--- src/sv/nlv_pkg.sv ---
// ============================================================================
// nlv_pkg - shared types and constants for the number literal validator
// Character codes, recogniser phase and whitespace-run codes, state record.
// ============================================================================
package nlv_pkg;

  localparam int unsigned CharWidth = 8;

  localparam logic [CharWidth-1:0] CHAR_BLANK = 8'h20;
  localparam logic [CharWidth-1:0] CHAR_TAB   = 8'h09;
  localparam logic [CharWidth-1:0] CHAR_LF    = 8'h0A;
  localparam logic [CharWidth-1:0] CHAR_CR    = 8'h0D;
  localparam logic [CharWidth-1:0] CHAR_ZERO  = 8'h30;
  localparam logic [CharWidth-1:0] CHAR_NINE  = 8'h39;
  localparam logic [CharWidth-1:0] CHAR_PLUS  = 8'h2B;
  localparam logic [CharWidth-1:0] CHAR_MINUS = 8'h2D;
  localparam logic [CharWidth-1:0] CHAR_POINT = 8'h2E;
  localparam logic [CharWidth-1:0] CHAR_EXP_U = 8'h45;
  localparam logic [CharWidth-1:0] CHAR_EXP_L = 8'h65;

  typedef enum logic [1:0] {
    PH_IDLE = 2'd0,   // before the number starts
    PH_MANT = 2'd1,   // mantissa
    PH_EXP  = 2'd2    // exponent
  } nlv_phase_t;

  typedef enum logic [1:0] {
    SR_NONE  = 2'd0,  // no pending whitespace
    SR_BLANK = 2'd1,  // blanks only
    SR_OTHER = 2'd2   // other whitespace, or any after exponent digits
  } nlv_space_t;

  typedef struct packed {
    nlv_phase_t phase;
    logic       dot_seen;
    logic       exp_sign_seen;
    logic       exp_digit_seen;
    logic       failed;
    nlv_space_t space_run;
  } nlv_state_t;

  localparam nlv_state_t ST_CLEAR = '{
    phase:          PH_IDLE,
    dot_seen:       1'b0,
    exp_sign_seen:  1'b0,
    exp_digit_seen: 1'b0,
    failed:         1'b0,
    space_run:      SR_NONE
  };

  function automatic logic is_ws(input logic [CharWidth-1:0] c);
    return (c == CHAR_BLANK) || (c == CHAR_TAB) || (c == CHAR_LF) || (c == CHAR_CR);
  endfunction

  function automatic logic is_digit(input logic [CharWidth-1:0] c);
    return (c >= CHAR_ZERO) && (c <= CHAR_NINE);
  endfunction

  function automatic logic is_sign(input logic [CharWidth-1:0] c);
    return (c == CHAR_PLUS) || (c == CHAR_MINUS);
  endfunction

  function automatic logic is_exp_letter(input logic [CharWidth-1:0] c);
    return (c == CHAR_EXP_U) || (c == CHAR_EXP_L);
  endfunction

endpackage

--- src/sv/nlv_ifs.sv ---
// ============================================================================
// nlv_ifs - valid/ready channels of the number literal validator
// Character channel in, verdict channel out.
// ============================================================================
interface nlv_in_if;
  logic                          valid;
  logic                          ready;
  logic [nlv_pkg::CharWidth-1:0] char_code;
  logic                          has_char;
  logic                          last_char;

  modport source (output valid, output char_code, output has_char, output last_char,
                  input ready);
  modport sink   (input valid, input char_code, input has_char, input last_char,
                  output ready);
endinterface

interface nlv_out_if;
  logic valid;
  logic ready;
  logic is_valid;

  modport source (output valid, output is_valid, input ready);
  modport sink   (input valid, input is_valid, output ready);
endinterface

--- src/sv/nlv_fsm.sv ---
// ============================================================================
// nlv_fsm - recogniser state and per-character update
// Holds the literal state and gives the verdict for a closing character.
// ============================================================================
module nlv_fsm (
  input  logic                          clk,
  input  logic                          rst_n,
  input  logic                          step,
  input  logic [nlv_pkg::CharWidth-1:0] char_code,
  input  logic                          has_char,
  input  logic                          last_char,
  output logic                          verdict
);
  import nlv_pkg::*;

  nlv_state_t st_r;
  nlv_state_t st_nxt;
  nlv_state_t upd;

  always_ff @(posedge clk) begin
    if (!rst_n) begin
      st_r <= ST_CLEAR;
    end else begin
      st_r <= st_nxt;
    end
  end

  always_comb begin
    upd = st_r;
    if (step && has_char && !st_r.failed) begin
      case (st_r.phase)
        PH_IDLE: begin
          if (is_ws(char_code)) begin
            upd.phase = PH_IDLE;
          end else if (is_sign(char_code) || is_digit(char_code)) begin
            upd.phase = PH_MANT;
          end else if (char_code == CHAR_POINT) begin
            upd.phase    = PH_MANT;
            upd.dot_seen = 1'b1;
          end else begin
            upd.failed = 1'b1;
          end
        end
        PH_MANT: begin
          if (is_ws(char_code)) begin
            upd.space_run = (char_code == CHAR_BLANK && st_r.space_run != SR_OTHER)
                            ? SR_BLANK : SR_OTHER;
          end else if (st_r.space_run == SR_OTHER) begin
            upd.failed = 1'b1;
          end else if (is_exp_letter(char_code)) begin
            upd.phase     = PH_EXP;
            upd.space_run = SR_NONE;
          end else if (st_r.space_run != SR_NONE) begin
            upd.failed = 1'b1;
          end else if (is_digit(char_code)) begin
            upd.phase = PH_MANT;
          end else if (char_code == CHAR_POINT && !st_r.dot_seen) begin
            upd.dot_seen = 1'b1;
          end else begin
            upd.failed = 1'b1;
          end
        end
        PH_EXP: begin
          if (st_r.exp_digit_seen) begin
            if (is_ws(char_code)) begin
              upd.space_run = SR_OTHER;
            end else if (st_r.space_run != SR_NONE || !is_digit(char_code)) begin
              upd.failed = 1'b1;
            end
          end else if (char_code == CHAR_BLANK && !st_r.exp_sign_seen) begin
            upd.phase = PH_EXP;
          end else if (is_digit(char_code)) begin
            upd.exp_digit_seen = 1'b1;
          end else if (is_sign(char_code) && !st_r.exp_sign_seen) begin
            upd.exp_sign_seen = 1'b1;
          end else begin
            upd.failed = 1'b1;
          end
        end
        default: begin
          upd.failed = 1'b1;
        end
      endcase
    end

    case (upd.phase)
      PH_MANT: verdict = !upd.failed;
      PH_EXP:  verdict = !upd.failed && upd.exp_digit_seen;
      default: verdict = 1'b0;
    endcase

    // drop all state once the field's verdict is out
    st_nxt = (step && last_char) ? ST_CLEAR : upd;
  end

  // state is clear after every closing character
  a_clear_after_last: assert property (@(posedge clk) disable iff (!rst_n)
    (step && last_char) |=> (st_r == ST_CLEAR))
    else $error("state not cleared after closing character");

  a_dot_in_number: assert property (@(posedge clk) disable iff (!rst_n)
    st_r.dot_seen |-> (st_r.phase != PH_IDLE))
    else $error("point recorded before the number started");

  a_exp_flags: assert property (@(posedge clk) disable iff (!rst_n)
    (st_r.exp_sign_seen || st_r.exp_digit_seen) |-> (st_r.phase == PH_EXP))
    else $error("exponent flag set outside the exponent");

  a_blank_run_mantissa: assert property (@(posedge clk) disable iff (!rst_n)
    (st_r.space_run == SR_BLANK) |-> (st_r.phase == PH_MANT))
    else $error("blank run pending outside the mantissa");

endmodule

--- src/sv/number_literal_validator.sv ---
// ============================================================================
// number_literal_validator - decimal number literal recogniser
// One character per transaction; one verdict transaction per field.
// ============================================================================
// The closing character passes the input register, then the verdict register.
// Throughput: 1 character per cycle, except that a closing character waits
//   while the verdict register is full; the recogniser state update is a single
//   pass of combinational logic between the input register and the state.
// Reset: synchronous, active low; clears both valid flags and the recogniser
//   state, so the next character starts a fresh field.
module number_literal_validator (
  input  logic      clk,
  input  logic      rst_n,
  nlv_in_if.sink    in_ch,
  nlv_out_if.source out_ch
);
  import nlv_pkg::*;

  // input register
  logic                 in_valid_r;
  logic [CharWidth-1:0] in_char_r;
  logic                 in_has_r;
  logic                 in_last_r;

  // verdict register
  logic out_valid_r;
  logic out_valid_nxt;
  logic out_is_valid_r;

  logic out_free;
  logic s1_advance;
  logic verdict;

  // The verdict register is free if empty or being drained this cycle.
  assign out_free   = !out_valid_r || out_ch.ready;
  // A character that closes no field never waits; a closing one waits for
  // room in the verdict register.
  assign s1_advance = in_valid_r && (!in_last_r || out_free);
  assign in_ch.ready = !in_valid_r || s1_advance;

  always_ff @(posedge clk) begin
    if (!rst_n) begin
      in_valid_r <= 1'b0;
    end else if (in_ch.ready) begin
      in_valid_r <= in_ch.valid;
    end
  end

  // hold the payload while the stage stalls
  always_ff @(posedge clk) begin
    if (in_ch.valid && in_ch.ready) begin
      in_char_r <= in_ch.char_code;
      in_has_r  <= in_ch.has_char;
      in_last_r <= in_ch.last_char;
    end
  end

  // Recogniser state advances once per character leaving the input register.
  nlv_fsm u_fsm (
    .clk       (clk),
    .rst_n     (rst_n),
    .step      (s1_advance),
    .char_code (in_char_r),
    .has_char  (in_has_r),
    .last_char (in_last_r),
    .verdict   (verdict)
  );

  always_comb begin
    out_valid_nxt = out_valid_r && !out_ch.ready;
    if (s1_advance && in_last_r) begin
      out_valid_nxt = 1'b1;
    end
  end

  always_ff @(posedge clk) begin
    if (!rst_n) begin
      out_valid_r <= 1'b0;
    end else begin
      out_valid_r <= out_valid_nxt;
    end
  end

  // load the verdict as the closing character leaves the input register
  always_ff @(posedge clk) begin
    if (s1_advance && in_last_r) begin
      out_is_valid_r <= verdict;
    end
  end

  assign out_ch.valid    = out_valid_r;
  assign out_ch.is_valid = out_is_valid_r;

  // A verdict only appears after a closing character advanced.
  a_verdict_source: assert property (@(posedge clk) disable iff (!rst_n)
    $rose(out_valid_r) |-> $past(s1_advance && in_last_r))
    else $error("verdict without a closing character");

  // A closing character never overwrites a verdict still waiting.
  a_no_overwrite: assert property (@(posedge clk) disable iff (!rst_n)
    (out_valid_r && !out_ch.ready) |-> !(s1_advance && in_last_r))
    else $error("pending verdict overwritten");

  // Characters that close no field never stall in the input register.
  a_non_last_drains: assert property (@(posedge clk) disable iff (!rst_n)
    (in_valid_r && !in_last_r) |-> s1_advance)
    else $error("non-closing character stalled");

endmodule

--- src/flat_wrapper.sv ---
// flat-port wrapper written by rule: the top's interface ports become plain ports
module number_literal_validator_flat import nlv_pkg::*;
  (clk, rst_n, in_ch_valid, in_ch_char_code, in_ch_has_char, in_ch_last_char, in_ch_ready, out_ch_valid, out_ch_is_valid, out_ch_ready);
  nlv_in_if in_ch_i ();
  nlv_out_if out_ch_i ();
  input  logic clk;
  input  logic rst_n;
  input wire logic [$bits(in_ch_i.valid)-1:0] in_ch_valid;
  input wire logic [$bits(in_ch_i.char_code)-1:0] in_ch_char_code;
  input wire logic [$bits(in_ch_i.has_char)-1:0] in_ch_has_char;
  input wire logic [$bits(in_ch_i.last_char)-1:0] in_ch_last_char;
  output wire logic [$bits(in_ch_i.ready)-1:0] in_ch_ready;
  output wire logic [$bits(out_ch_i.valid)-1:0] out_ch_valid;
  output wire logic [$bits(out_ch_i.is_valid)-1:0] out_ch_is_valid;
  input wire logic [$bits(out_ch_i.ready)-1:0] out_ch_ready;
  assign in_ch_i.valid = in_ch_valid;
  assign in_ch_i.char_code = in_ch_char_code;
  assign in_ch_i.has_char = in_ch_has_char;
  assign in_ch_i.last_char = in_ch_last_char;
  assign in_ch_ready = in_ch_i.ready;
  assign out_ch_valid = out_ch_i.valid;
  assign out_ch_is_valid = out_ch_i.is_valid;
  assign out_ch_i.ready = out_ch_ready;
  number_literal_validator u_core (.clk(clk), .rst_n(rst_n), .in_ch(in_ch_i), .out_ch(out_ch_i));
endmodule
--- config.mk ---
export PLATFORM = sky130hd
export DESIGN_NAME = number_literal_validator_flat
export DESIGN_NICKNAME = d
export VERILOG_FILES = /design/src/sv/nlv_pkg.sv /design/src/sv/nlv_ifs.sv /design/src/sv/nlv_fsm.sv /design/src/sv/number_literal_validator.sv /design/src/flat_wrapper.sv
export SDC_FILE = /design/constraint.sdc
export NUM_CORES = 1
export LEC_CHECK = 0
export BUFFER_PORTS_ARGS = -buffer_cell sky130_fd_sc_hd__buf_2
export CORE_MARGIN = 2
export CORE_UTILIZATION = 50
export CTS_BUF_LIST = sky130_fd_sc_hd__clkbuf_4 sky130_fd_sc_hd__clkbuf_8
export DETAILED_ROUTE_END_ITERATION = 10
export PLACE_DENSITY = 0.76
export SETUP_SLACK_MARGIN = 0.15
export SLEW_MARGIN = 20
export SYNTH_ARGS = -nofsm -noshare
export SYNTH_HDL_FRONTEND = slang
export SYNTH_HIERARCHICAL = 1
export SYNTH_SLANG_ARGS = --single-unit
--- constraint.sdc ---
create_clock -name clk -period 2.5 [get_ports clk]
set_input_delay 0.375 -clock clk [delete_from_list [all_inputs] [get_ports clk]]
set_output_delay 0.375 -clock clk [all_outputs]
set_load 0.02 [all_outputs]
==> flow_summary.toml <==
[status]
status = "finished clean"

[synthesis]
synth_area_um2 = 1250
ys.flop_type = "edfxtp_1"
yosys_warnings = 6
syn_nets = 142
syn_inst = 126
synth_area_per_cell_um2 = 9.94
ys_types = 50
synthArstFlopShare_pct = 0
synth-edff-count = 11
yosys_register_bits = 21
ys_seq_area_share_pct = 42.4

[floorplanning]
die_w_um = 54.1
start_util_pct = 51.5
core_area_um2 = 2430
io_pins = 17
die_area_um2 = 2920
fp.dieH_um = 54.1
core.rowCount = 18

[critical_path]
r2r_cells = 10
crit_cells = 10
path_buf_inv = 0
cp_common_cell = "a21oi_1"
worstPathArrival_ns = 2.27
r2r_setup_slack_ns = 0.31
path_delay_family = "simple AND/OR/NAND/NOR gates"
cp-start-kind = "register"
critPathKind = "register to register"
crit_required_ns = 2.58
max_stage_delay_ns = 0.37
r2r-start = "u_core/out_ch.valid$_SDFF_PN0_"
critPathCaptureType = "register"
crit_path_start = "u_core/out_ch.valid$_SDFF_PN0_"
cp_max_fo = 4
critPathSlowestCell = "dfxtp_1"
cp_cell_sequence = "nor2b_1 -> a21boi_2 -> nand2_1 -> or2_2 -> nor2_2 -> a21oi_1 -> or2_1 -> ha_1 -> a21oi_1 -> nor4_2"

[min_path]
worstHoldPathCells = 1
hp-start = "in_ch_char_code[2]"
min_path_type = "input port to register"

[detailed_routing]
routed_wl_um = 2500
drc_errors = 0
vias = 1029
first_pass_iters = 4
viasPerCell = 5.88
postRouteAntennaNets = 0
drt_iter0_drc = 24
wl_per_cell_um = 14.3

[pwr]
p_per_area_nw_per_um2 = 448
peakVddDrop_mv = 0.396
p_leak_nw = 0.546
total_power_uw = 624

[place]
io_buffers = 16
place_ws_ns = 0.131
dpl.hpwl_um = 1950
place_congestion = 0.913
placed_cell_area_um2 = 1340

[cells_and_area]
regArea_um2 = 531
n_antenna_cell = 0
fin_nets = 162
post-route-cell-area_um2 = 1390
nFillCells = 223
layout-area-overhead-vs-synth_pct = 11.2
multi_input_area_um2 = 687
post-route-util_pct = 57.3
drive_above_1_share_pct = 26.2

[grt]
track_usage_pct = 20.0
grt_pass1_vias = 986
grt-busiest-layer = "met2"
grt_pass1_wl_um = 4220
gr-usage-met2_pct = 34.3
overflow = 0
grtUsageMet3_pct = 3.89
antenna_found_initial = 0
grtUsageMet1_pct = 24.4
grt_max_degree = 13

[sta]
min_period_over_period_pct = 87.6
layout_setup_ws_ns = 0.309
maxSlewViolCount = 0
clock.fmax_ghz = 0.456
slew_headroom_pct = 71.8
skew_ns = 0.00267
rsz0062_at_grt = "no"
fin_tns_setup_ns = 0
tightest_slew_ns = 0.424
finalHoldViolations = 0
finalSetupViolCount = 0
finalCriticalPeriod_ns = 2.19

[cts]
h-tree-depth = 1
clk_pin_slew_worst_paths_ns = 0.12
cts_buffer_depth = 2
tritoncts = "built"
hold_buffers = 0
clock_sinks = 21
root_buffer = "clkbuf_4"
cts_made_buffers = 3
insertion_delay_ns = 0.32

[flow_run]
max_cap_viol_count = 0
==> sequential cells by signal, indices dropped and copies added, names as in the netlist <==
register	flops
u_core/in_has_r	1
u_core/out_ch.valid	1
u_core/in_char_r	8
u_core/u_fsm/st_r	8
u_core/in_last_r	1
u_core/in_valid_r	1
u_core/out_ch.is_valid	1
==> cells in the mapped netlist (all sizes together) (4+ instances only) <==
| cell | instances | area share, % |
|---|---|---|
| nand2 | 12 | 3.6 |
| nor3 | 4 | 1.6 |
| a21oi | 6 | 2.4 |
| a21boi | 4 | 2.4 |
| nand3 | 5 | 2.0 |
| inv | 4 | 1.2 |
| nor2 | 13 | 3.9 |
| o21ai | 4 | 1.6 |
| edfxtp | 11 | 26 |
| dfxtp | 10 | 16 |
==> final timing paths <==
check                                                         end
worst max register to register   u_core/out_ch.is_valid$_DFFE_PP_
worst min register to register  u_core/u_fsm/st_r[5]$_SDFFE_PP0P_
worst min-delay path                u_core/in_char_r[2]$_DFFE_PP_
worst max-delay path             u_core/out_ch.is_valid$_DFFE_PP_
==> placed cells by master (no fill, tap or decap), types with 2 or more instances in the layout <==
master / netlist / routed
a21boi_1: 4 / 3
a21oi_1: 6 / 6
a22oi_1: 2 / 2
and2_1: 2 / 2
and2b_2: 2 / 2
and3_1: 2 / 2
and4_1: 2 / 2
buf_2: 0 / 16
buf_4: 0 / 2
clkbuf_4: 0 / 3
dfxtp_1: 10 / 10
edfxtp_1: 11 / 11
ha_1: 2 / 2
inv_1: 4 / 4
nand2_1: 12 / 12
nand2b_1: 3 / 3
nand3_1: 5 / 5
nand4_1: 2 / 2
nor2_1: 13 / 12
nor3_1: 4 / 4
nor4_2: 2 / 2
o21ai_1: 4 / 4
o22ai_1: 2 / 2
or2_2: 2 / 2
==> cell type report <==
cell class | count | share of cell area, %
Clock inverter | 1 | 0.359
Multi-Input combinational cell | 98 | 49.3
Timing Repair Buffer | 18 | 6.83
Clock buffer | 3 | 1.62
Inverter | 4 | 1.08
Sequential cell | 21 | 38.1
Tap cell | 30 | 2.70
==> per-layer routing <==
layer | vias up | share of wire [%]
met5 | - | 0
met4 | 0 | 1.9
met3 | 6 | 4.4
met2 | 32 | 49
met1 | 479 | 45
li1 | 512 | -
==> stage by stage <==
step,cells,hold WS (ns)
after floorplan,126,0.425
after global placement,169,0.440
after detailed placement,169,0.460
after CTS,173,0.215
after global routing,175,0.213
final,175,0.221
==> what timing repair did <==
item / CTS / global route
gates resized for setup: 0 / 2
setup buffers: 0 / 2
setup endpoints to repair: 0 / 1
==> power breakdown <==
part | switching [mW] | internal (mW)
sequential | 0.0181 | 0.376
clock | 0.111 | 0.0600
combinational | 0.0288 | 0.0300
==> cell families (layout without fill, tap and decap cells) <==
kind of cell	count (synthesis)	after routing	synth area share (%)
xor gates and xnor gates	1	1	0.699
AOI/OAI and AO/OA	28	28	15.5
DFF	21	21	42.4
and+or+nand+nor	67	67	36.2
adders and majority gates	2	2	2.00
buffers and inverters	7	26	3.30
Note: power is estimated with default switching activity, not from simulation.
